[config.mk]
export PLATFORM = sky130hd
export DESIGN_NAME = text_word_statistics
export DESIGN_NICKNAME = d
export VERILOG_FILES = /design/src/rtl/core/tws_pkg.sv /design/src/rtl/core/tws_word_core.sv /design/src/rtl/core/tws_report.sv /design/src/rtl/core/text_word_statistics.sv
export SDC_FILE = /design/constraint.sdc
export NUM_CORES = 2
export LEC_CHECK = 0
export BUFFER_PORTS_ARGS = -buffer_cell sky130_fd_sc_hd__clkbuf_2
export CAP_MARGIN = 5
export CORE_MARGIN = 1.5
export CORE_UTILIZATION = 54
export CTS_BUF_LIST = sky130_fd_sc_hd__clkbuf_8
export DETAILED_ROUTE_END_ITERATION = 10
export PLACE_DENSITY = 0.7
export SYNTH_ARGS = -nofsm -noshare
export SYNTH_HDL_FRONTEND = slang
export SYNTH_SLANG_ARGS = --single-unit
export TNS_END_PERCENT = 30
[constraint.sdc]
create_clock -name aclk -period 51.6 [get_ports aclk]
set_clock_uncertainty 0.1 [all_clocks]
set_input_delay 12.9 -clock aclk [delete_from_list [all_inputs] [get_ports aclk]]
set_output_delay 12.9 -clock aclk [all_outputs]
set_load 0.01 [all_outputs]
[src/rtl/core/tws_pkg.sv]
// Shared types, character codes and helpers of the text word statistics block.
package tws_pkg;

    localparam logic [7:0]  CHAR_TAB     = 8'd9;
    localparam logic [7:0]  CHAR_NEWLINE = 8'd10;
    localparam logic [7:0]  CHAR_SPACE   = 8'd32;
    localparam logic [7:0]  CHAR_PERIOD  = 8'd46;
    localparam logic [7:0]  LEN_SAT      = 8'd255;
    localparam logic [15:0] COUNT_SAT    = 16'hFFFF;

    typedef enum logic [1:0] {
        KIND_SUMMARY  = 2'd0,
        KIND_LONGEST  = 2'd1,
        KIND_SHORTEST = 2'd2
    } kind_t;

    typedef struct packed {
        logic [7:0] byte_in;
        logic       has_byte;
        logic       end_of_text;
    } in_item_t;

    typedef struct packed {
        kind_t       kind;
        logic [15:0] words;
        logic [15:0] paragraphs;
        logic [7:0]  longest_length;
        logic [7:0]  shortest_length;
        logic [7:0]  word_char;
        logic        last;
    } out_item_t;

    typedef struct packed {
        logic [15:0] words;
        logic [15:0] paragraphs;
        logic [7:0]  longest_len;
        logic [7:0]  shortest_len;
    } stats_t;

    function automatic logic [15:0] sat_inc16(input logic [15:0] value, input logic en);
        sat_inc16 = (en && value != COUNT_SAT) ? value + 16'd1 : value;
    endfunction

endpackage

[src/rtl/core/tws_word_core.sv]
// Word accumulator: current word, extreme words and counters, updated once per request.
module tws_word_core
    import tws_pkg::*;
#(
    parameter int MAX_WORD_LEN = 31
) (
    input  logic                             aclk,
    input  logic                             aresetn,
    input  logic                             take,
    input  in_item_t                         item,
    output logic                             snap_valid,
    output stats_t                           snap_stats,
    output logic [MAX_WORD_LEN-1:0][7:0]     snap_long_word,
    output logic [MAX_WORD_LEN-1:0][7:0]     snap_short_word
);

    localparam int         IDX_W   = (MAX_WORD_LEN > 1) ? $clog2(MAX_WORD_LEN) : 1;
    localparam logic [7:0] MAX_LEN = 8'(MAX_WORD_LEN);

    logic [MAX_WORD_LEN-1:0][7:0] cur_word_reg, cur_word_next;
    logic [MAX_WORD_LEN-1:0][7:0] long_word_reg, long_word_next;
    logic [MAX_WORD_LEN-1:0][7:0] short_word_reg, short_word_next;
    logic [7:0]  cur_len_reg, cur_len_next;
    logic [7:0]  long_len_reg, long_len_next;
    logic [7:0]  short_len_reg, short_len_next;
    logic [15:0] words_reg, words_next;
    logic [15:0] paras_reg, paras_next;
    logic        prev_nl_reg;

    logic       is_word_char;
    logic       is_separator;
    logic       close_word;
    logic       tab_para;
    logic [15:0] paras_tab;

    always_comb begin
        is_word_char = item.has_byte &&
                       (item.byte_in inside {[8'd65:8'd90], [8'd97:8'd122], [8'd48:8'd57]});
        is_separator = item.has_byte &&
                       (item.byte_in inside {CHAR_SPACE, CHAR_PERIOD, CHAR_NEWLINE, CHAR_TAB});

        // Append the character, then close on a separator or at end of text.
        cur_word_next = cur_word_reg;
        if (is_word_char && cur_len_reg < MAX_LEN) begin
            cur_word_next[cur_len_reg[IDX_W-1:0]] = item.byte_in;
        end
        cur_len_next = cur_len_reg;
        if (is_word_char && cur_len_reg != LEN_SAT) begin
            cur_len_next = cur_len_reg + 8'd1;
        end

        close_word = (is_separator || item.end_of_text) && (cur_len_next != 8'd0);

        long_len_next   = long_len_reg;
        long_word_next  = long_word_reg;
        short_len_next  = short_len_reg;
        short_word_next = short_word_reg;
        if (close_word && cur_len_next > long_len_reg) begin
            long_len_next  = cur_len_next;
            long_word_next = cur_word_next;
        end
        if (close_word && cur_len_next < short_len_reg) begin
            short_len_next  = cur_len_next;
            short_word_next = cur_word_next;
        end
        words_next = sat_inc16(words_reg, close_word);
        if (close_word) begin
            cur_len_next = 8'd0;
        end

        tab_para   = item.has_byte && (item.byte_in == CHAR_TAB) && prev_nl_reg;
        paras_tab  = sat_inc16(paras_reg, tab_para);
        paras_next = sat_inc16(paras_tab, item.end_of_text);
    end

    assign snap_valid                 = take && item.end_of_text;
    assign snap_stats.words           = words_next;
    assign snap_stats.paragraphs      = paras_next;
    assign snap_stats.longest_len     = long_len_next;
    assign snap_stats.shortest_len    = short_len_next;
    assign snap_long_word             = long_word_next;
    assign snap_short_word            = short_word_next;

    always_ff @(posedge aclk) begin
        if (!aresetn) begin
            cur_len_reg   <= 8'd0;
            long_len_reg  <= 8'd0;
            short_len_reg <= LEN_SAT;
            words_reg     <= 16'd0;
            paras_reg     <= 16'd0;
            prev_nl_reg   <= 1'b0;
        end else if (take) begin
            if (item.end_of_text) begin
                cur_len_reg   <= 8'd0;
                long_len_reg  <= 8'd0;
                short_len_reg <= LEN_SAT;
                words_reg     <= 16'd0;
                paras_reg     <= 16'd0;
                prev_nl_reg   <= 1'b0;
            end else begin
                cur_len_reg   <= cur_len_next;
                long_len_reg  <= long_len_next;
                short_len_reg <= short_len_next;
                words_reg     <= words_next;
                paras_reg     <= paras_next;
                if (item.has_byte) begin
                    prev_nl_reg <= (item.byte_in == CHAR_NEWLINE);
                end
            end
        end
    end

    // Character stores are only read below their length, so they need no reset.
    always_ff @(posedge aclk) begin
        if (take) begin
            cur_word_reg   <= cur_word_next;
            long_word_reg  <= long_word_next;
            short_word_reg <= short_word_next;
        end
    end

endmodule

[src/rtl/core/tws_report.sv]
// Report sequencer: holds a snapshot and plays summary and word characters into the output register.
module tws_report
    import tws_pkg::*;
#(
    parameter int MAX_WORD_LEN = 31
) (
    input  logic                             aclk,
    input  logic                             aresetn,
    input  logic                             load,
    input  stats_t                           load_stats,
    input  logic [MAX_WORD_LEN-1:0][7:0]     load_long_word,
    input  logic [MAX_WORD_LEN-1:0][7:0]     load_short_word,
    output logic                             busy,
    output logic                             m_valid,
    input  logic                             m_ready,
    output out_item_t                        m_data
);

    localparam int         IDX_W   = (MAX_WORD_LEN > 1) ? $clog2(MAX_WORD_LEN) : 1;
    localparam logic [7:0] MAX_LEN = 8'(MAX_WORD_LEN);

    typedef enum logic [1:0] {
        GEN_IDLE,
        GEN_SUMMARY,
        GEN_LONG,
        GEN_SHORT
    } gen_state_t;

    gen_state_t                   gen_state_reg, gen_state_next;
    logic [IDX_W-1:0]             idx_reg, idx_next;
    logic                         out_valid_reg;
    out_item_t                    out_data_reg;
    stats_t                       stats_reg;
    logic [MAX_WORD_LEN-1:0][7:0] long_word_reg;
    logic [MAX_WORD_LEN-1:0][7:0] short_word_reg;

    logic [7:0] n_long;
    logic [7:0] n_short;
    logic [7:0] idx_inc;
    logic       advance;
    out_item_t  item;

    always_comb begin
        n_long  = (stats_reg.longest_len < MAX_LEN) ? stats_reg.longest_len : MAX_LEN;
        if (stats_reg.shortest_len == LEN_SAT) begin
            n_short = 8'd0;
        end else begin
            n_short = (stats_reg.shortest_len < MAX_LEN) ? stats_reg.shortest_len : MAX_LEN;
        end
        idx_inc = 8'(idx_reg) + 8'd1;

        item           = '0;
        gen_state_next = gen_state_reg;
        idx_next       = idx_reg;
        case (gen_state_reg)
            GEN_SUMMARY: begin
                item.kind            = KIND_SUMMARY;
                item.words           = stats_reg.words;
                item.paragraphs      = stats_reg.paragraphs;
                item.longest_length  = stats_reg.longest_len;
                item.shortest_length = stats_reg.shortest_len;
                item.last            = (n_long == 8'd0) && (n_short == 8'd0);
                idx_next             = '0;
                if (n_long != 8'd0) begin
                    gen_state_next = GEN_LONG;
                end else if (n_short != 8'd0) begin
                    gen_state_next = GEN_SHORT;
                end else begin
                    gen_state_next = GEN_IDLE;
                end
            end
            GEN_LONG: begin
                item.kind      = KIND_LONGEST;
                item.word_char = long_word_reg[idx_reg];
                item.last      = (n_short == 8'd0) && (idx_inc == n_long);
                if (idx_inc == n_long) begin
                    idx_next       = '0;
                    gen_state_next = (n_short != 8'd0) ? GEN_SHORT : GEN_IDLE;
                end else begin
                    idx_next = idx_reg + IDX_W'(1);
                end
            end
            GEN_SHORT: begin
                item.kind      = KIND_SHORTEST;
                item.word_char = short_word_reg[idx_reg];
                item.last      = (idx_inc == n_short);
                if (idx_inc == n_short) begin
                    idx_next       = '0;
                    gen_state_next = GEN_IDLE;
                end else begin
                    idx_next = idx_reg + IDX_W'(1);
                end
            end
            default: begin
                gen_state_next = GEN_IDLE;
            end
        endcase

        advance = (gen_state_reg != GEN_IDLE) && (!out_valid_reg || m_ready);
    end

    always_ff @(posedge aclk) begin
        if (!aresetn) begin
            gen_state_reg <= GEN_IDLE;
            idx_reg       <= '0;
            out_valid_reg <= 1'b0;
            out_data_reg  <= '0;
        end else begin
            if (load) begin
                gen_state_reg <= GEN_SUMMARY;
                idx_reg       <= '0;
            end else if (advance) begin
                gen_state_reg <= gen_state_next;
                idx_reg       <= idx_next;
            end
            if (advance) begin
                out_valid_reg <= 1'b1;
                out_data_reg  <= item;
            end else if (m_ready) begin
                out_valid_reg <= 1'b0;
            end
        end
    end

    always_ff @(posedge aclk) begin
        if (load) begin
            stats_reg      <= load_stats;
            long_word_reg  <= load_long_word;
            short_word_reg <= load_short_word;
        end
    end

    assign busy    = (gen_state_reg != GEN_IDLE);
    assign m_valid = out_valid_reg;
    assign m_data  = out_data_reg;

endmodule

[src/rtl/core/text_word_statistics.sv]
// Report: when the end-of-text request is taken, the snapshot is loaded, and the summary then
// enters the output register once free; the remaining results follow one per accepted cycle.
// A report runs 1 + min(longest, MAX_WORD_LEN) + min(shortest, MAX_WORD_LEN) results, where
// the shortest term is zero when the text holds no word.
// Throughput: one text byte per cycle; an end-of-text request waits only while the report
// sequencer of the previous text is still handing results to the output register.
// Reset: aresetn is synchronous and active low; it clears counters, lengths and the sequencer,
// and the character stores are left as they are.
module text_word_statistics
    import tws_pkg::*;
#(
    parameter int MAX_WORD_LEN = 31
) (
    input  logic      aclk,
    input  logic      aresetn,
    input  logic      s_valid,
    output logic      s_ready,
    input  in_item_t  s_data,
    output logic      m_valid,
    input  logic      m_ready,
    output out_item_t m_data
);

    // The snapshot travelling from the word accumulator into the report sequencer.
    logic                         snap_valid;
    stats_t                       snap_stats;
    logic [MAX_WORD_LEN-1:0][7:0] snap_long_word;
    logic [MAX_WORD_LEN-1:0][7:0] snap_short_word;
    logic                         report_busy;
    logic                         take;

    // Ordinary bytes are always taken. A request that ends the text needs the
    // snapshot registers, so it is held back while an earlier report is still
    // being sequenced. The last result of that report may still sit in the
    // output register, which lets the next report start straight behind it.
    assign s_ready = !report_busy || !s_data.end_of_text;
    assign take    = s_valid && s_ready;

    // Classification, word assembly, the parallel copy into the longest and
    // shortest stores and the saturating counters are all combinational logic.
    tws_word_core #(
        .MAX_WORD_LEN (MAX_WORD_LEN)
    ) u_word_core (
        .aclk            (aclk),
        .aresetn         (aresetn),
        .take            (take),
        .item            (s_data),
        .snap_valid      (snap_valid),
        .snap_stats      (snap_stats),
        .snap_long_word  (snap_long_word),
        .snap_short_word (snap_short_word)
    );

    // The sequencer copies the closed statistics of a text and emits them one
    // result per cycle, when not stalled by the receiver, through a registered output.
    tws_report #(
        .MAX_WORD_LEN (MAX_WORD_LEN)
    ) u_report (
        .aclk            (aclk),
        .aresetn         (aresetn),
        .load            (snap_valid),
        .load_stats      (snap_stats),
        .load_long_word  (snap_long_word),
        .load_short_word (snap_short_word),
        .busy            (report_busy),
        .m_valid         (m_valid),
        .m_ready         (m_ready),
        .m_data          (m_data)
    );

endmodule

# After elaboration in Yosys (flattened, before gate mapping)
# Cells that the tools add are included.
# Widths: inputs -> output; s select.
totals:
  word_cells: 302
  output_inout_bits: 61
  in_bits: 14
  ff_bits: 1412
classes:
  n_mux: 43
  magnitude_cmp: 14
  n_eq_ne: 18
  bitwise_logic: 1
  addsub: 6
  n_reduce_logical: 44
ops:
  columns: ["cell", "n"]
  rows:
  - ["$mux 248", 3]
  - ["$bwmux 248", 1]
  - ["$mux 8", 13]
  - ["$bmux 8 s5", 2]
  - ["$mux 16", 5]
  - ["$add 16x1->16 const B", 3]
  - ["$mux 48", 1]
  - ["$ne 16x16->1 const B", 3]
  - ["$demux 8 s5", 1]
  - ["$lt 8x5->1 const B", 3]
  - ["$reduce_bool 8->1", 3]
  - ["$logic_and 1x1->1", 21]
  - ["$eq 8x4->1 const B", 2]
  - ["$eq 8x6->1 const B", 2]
  - ["$eq 8x8->1", 2]
  - ["$ge 8x7->1 const B", 2]
  - ["$le 8x7->1 const B", 2]
  - ["$logic_not 8->1", 2]
  - ["$pmux 8 s2", 1]
  - ["$pmux 5 s3", 1]
  - ["$lt 5x6->1 const B", 2]
  - ["$mux 5", 2]
  - ["$add 8x1->8 const B", 1]
  - ["$eq 8x8->1 const B", 1]
  - ["26 further kinds", 47]

# Logic depth before layout (Yosys ltp)
logic_depth:
  ltp_word: 11
  depth_mapped: 18
  ltp_nobuf: 16

# Modules after synthesis
# From an unflattened synthesis, not the netlist that was laid out.
hier_totals:
  hier_cells: 4244
  area_unflattened_um2: 58936.5
modules_own_cells:
  columns: ["mod", "n_inst", "area_each_um2", "cells_per_inst", "seq_area_each_um2"]
  rows:
  - ["tws_word_core", 1, 35620.4, 3072, 23482.5]
  - ["tws_report", 1, 23304.9, 1170, 17677.0]
  - ["text_word_statistics", 1, 11.3, 2, 0.0]

# Worst setup path before layout
# No wires, ideal clock.
synth_path:
  path_type: "input to register"
  from: "input s_data[0] (netlist name)"
  to: "register u_word_core.words_reg[6]"
  setup_slack_ps: 9576
  t_required_ps: 51399
  arrival_time_ps: 41823
  path_stages: 9
  setup_ps: 101
  cell_sequence: "clkbuf_1 nand2b_1 nand2_1 clkinv_1 nand2_1 inv_1 nor2_1 o311ai_1 o41ai_1"
synth_between:
  elab_cells_between_ends: 8
  classes_between: "mux (2); reduce/logical (6)"
synth_rtl:
  columns: ["item", "line", "rtl"]
  rows:
  - ["start, declared", "text_word_statistics.sv:18", "input in_item_t s_data,"]
  - ["$logic_not 1->1", "text_word_statistics.sv:36", "assign s_ready = !report_busy || !s_data.end_of_text;"]
  - ["$logic_or 1x1->1", "text_word_statistics.sv:36", null]
  - ["net s_ready", "text_word_statistics.sv:17", "output logic s_ready,"]
  - ["$logic_and 1x1->1", "text_word_statistics.sv:37", "assign take = s_valid && s_ready;"]
  - ["net take", "text_word_statistics.sv:30", "logic take;"]
  - ["end signal, assigned", "tws_word_core.sv:104", "words_reg <= words_next;"]
  - ["end, declared", "tws_word_core.sv:26", "logic [15:0] words_reg, words_next;"]
# The timed path passes the listed nets, and every way through them passes these cells.
# A chain may end at the register's enable or synchronous reset.

# Worst setup path in the final report
layout_path:
  from: "input s_data[0] (netlist name)"
  to: "output s_ready"
layout_between:
  elab_chain_len: 2
layout_lines:
  columns: ["item", "line"]
  rows:
  - ["$logic_not 1->1", "text_word_statistics.sv:36"]
  - ["$logic_or 1x1->1", "text_word_statistics.sv:36"]
  - ["end, declared", "text_word_statistics.sv:17"]
# No other way between the ends.

==> flow_summary.json <==
{
  "pin_count": 75,
  "ys_seq_area_share_pct": 70.6,
  "place_hpwl_um": 70400,
  "tightest_slew_ps": 1200,
  "power_density_mw_per_mm2": 36.5,
  "synthArstFlopShare_pct": 0,
  "cts_buffers": 217,
  "final_cell_mix": "1288 x edfxtp_1, 485 x nand2_1, 361 x inv_1, 314 x a21oi_1, 301 x nor2_1",
  "track_usage_pct": 23.0,
  "cp_common_cell": "clkbuf_2",
  "dp_slack_ps": 25080,
  "drt_iter0_drc": 3564,
  "crit_path_start_kind": "input port",
  "h-tree-depth": 4,
  "path_buf_inv": 2,
  "dieArea_mm2": 0.110,
  "vias": 33900,
  "yosys_warnings": 0,
  "grt_setup_unrepaired": "no",
  "final_common_cell": "edfxtp_1",
  "fillers": 8180,
  "fin_crit_ps": 26520,
  "period_share_pct": 51.4,
  "finalWeightedCongestion": 0.829,
  "cpPeakStageDelay_ps": 320,
  "crit_required_ps": 38600,
  "area.sequential_mm2": 0.0412,
  "synth_seq_cells": 1412,
  "min_path_type": "flop to flop",
  "drive_gt1_share_pct": 12.7,
  "nNetsFinal": 4332,
  "dp.cells": 5475,
  "path_cells": "clkbuf_2, nand2b_1, clkbuf_2",
  "globalRoute.totalOverflow": 0,
  "synth_top_area_share_pct": 66.3,
  "peakVddDrop_mv": 0.0215,
  "multi_input_area_mm2": 0.0152,
  "synth_area_mm2": 0.0583,
  "cts_setup_buffers": 0,
  "postRouteWirelength_um": 126000,
  "finalHoldViolCount": 0,
  "endpoint_kind": "primary output",
  "synth_ff_type": "edfxtp_1",
  "die_w_um": 332,
  "routedWlPerCell_um": 21.5,
  "coreArea_mm2": 0.107,
  "critical-path-slowest-cell": "clkbuf_2",
  "crit_family": "buffers and inverters",
  "ctsHoldBuffers": 0,
  "clock-sinks": 1412,
  "clk_latency_ps": 910,
  "syn_avg_cell_area_um2": 13.9,
  "synth_area_leaders": "edfxtp_1 66%, mux4_2 5.6%, dfxtp_1 4.3%",
  "syn-num-nets": 4238,
  "syn_to_final_growth_pct": 9.67,
  "cts_root_buf": "clkbuf_8",
  "grt_pass1_vias": 33400,
  "viasPerCell": 5.78,
  "final_cells": 5868,
  "crit_fanout": 16,
  "cts_tree": "yes",
  "status": "finished clean",
  "drv_slew": 0,
  "setup_ws_ps": 25080,
  "ctsResizeCount": 0,
  "grt_max_degree": 247,
  "grt_pass1_wl_um": 195000,
  "fmax_mhz": 37.7,
  "row_count": 120,
  "yosys.area.top_type": "edfxtp_1",
  "ys_types": 77,
  "setup-violations-final": 0,
  "postRouteAntennaNets": 0,
  "path_class": "input port to primary output",
  "drc": 0,
  "relSlewSlack_pct": 20.1,
  "synth_cells": 4197,
  "firstDrtPassIters": 6,
  "antenna_found_initial": 4,
  "tns_ps": 0,
  "crit_arrival_ps": 13520,
  "start_util_pct": 54.5,
  "cts_buffer_depth": 3,
  "cap_violations": 0,
  "leakage_nw": 24.5,
  "synth_edf_count": 1288,
  "port_buffers": 74,
  "path_clk_slew_ps": 60,
  "dieHeight_um": 332
}
## final cells by class
cell class,instances,area share [%]
Sequential cell,1412,64.4
Multi-Input combinational cell,2255,23.7
Clock buffer,237,5.10
Tap cell,1403,2.74
Inverter,283,1.68
Timing Repair Buffer,122,1.22
Clock inverter,151,1.12
Antenna cell,5,0.0196
## cell families (layout without fill, tap and decap cells)
logic type / after synthesis / in the layout / synth area share (%)
AOI/OAI and AO/OA: 760 / 760 / 7.07
xor gates and xnor gates: 49 / 49 / 0.762
adders and majority gates: 27 / 27 / 0.579
buffers and inverters: 530 / 793 / 3.44
DFF: 1412 / 1412 / 70.6
muxes: 406 / 406 / 10.1
other: 0 / 5 / 0
and+or+nand+nor: 1013 / 1013 / 7.46
## worst min-delay path, stage by stage (launching register included)
cell and delay [ps]:
dfxtp_1 310, nand2_1 50, a21oi_1 50
## routing by layer
| layer | part of all wire (%) | global-route usage, % |
|---|---|---|
| met2 | 48 | 37.6 |
| met3 | 6.7 | 4.12 |
| met4 | 2.2 | 7.04 |
| met5 | 0 | 0 |
| met1 | 43 | 31.7 |
## synth_stat cells, types with 7 or more instances
library cell	instances
edfxtp_1	1288
buf_2	15
or3_1	13
inv_1	281
clkbuf_1	195
mux4_2	144
nand2_1	486
o21ai_0	294
nand3_1	84
ha_1	27
a21oi_1	314
buf_1	37
mux2_2	18
o31ai_1	7
a22oi_1	11
mux2i_1	243
and2_1	8
and3_1	14
a221oi_1	8
nor2b_1	7
o21ai_1	43
dfxtp_1	124
nor3_1	33
nand4_1	17
xnor2_1	25
a31oi_1	23
a22o_1	9
nor2_1	301
xor2_1	23
## power breakdown
group | switching [mW] | internal, mW
combinational | 0.0927 | 0.0348
sequential | 0.0182 | 1.34
clock | 0.425 | 0.426
total | 0.536 | 1.80
## worst paths after layout
path | startpoint | end | slack, ps | cells past startpoint
min | u_report.m_data[38]$_SDFFE_PN0P_ | u_report.m_data[38]$_SDFFE_PN0P_ | 350 | 2
max reg2reg | u_word_core.cur_len_reg[0]$_SDFFE_PN0P_ | u_report.short_word_reg[168]$_DFFE_PP_ | 45190 | 13
max | s_data[0] | s_ready | 25080 | 3
min reg2reg | u_report.m_data[38]$_SDFFE_PN0P_ | u_report.m_data[38]$_SDFFE_PN0P_ | 350 | 2
## through the flow
| step | area, um2 | hold slack [ps] | util (%) | total power, mW |
|---|---|---|---|---|
| 2_1_floorplan | 58300 | 332 | - | 1.50 |
| 3_3_place_gp | 60000 | 337 | 56.0 | 1.50 |
| 3_5_place_dp | 60000 | 345 | 56.0 | 1.51 |
| 4_1_cts | 63900 | 353 | 59.7 | 2.35 |
| 5_1_grt | 64000 | 372 | 59.7 | 2.42 |
| 6_report | 64000 | 351 | 59.7 | 2.34 |
Note: power is estimated with default switching activity, not from simulation.
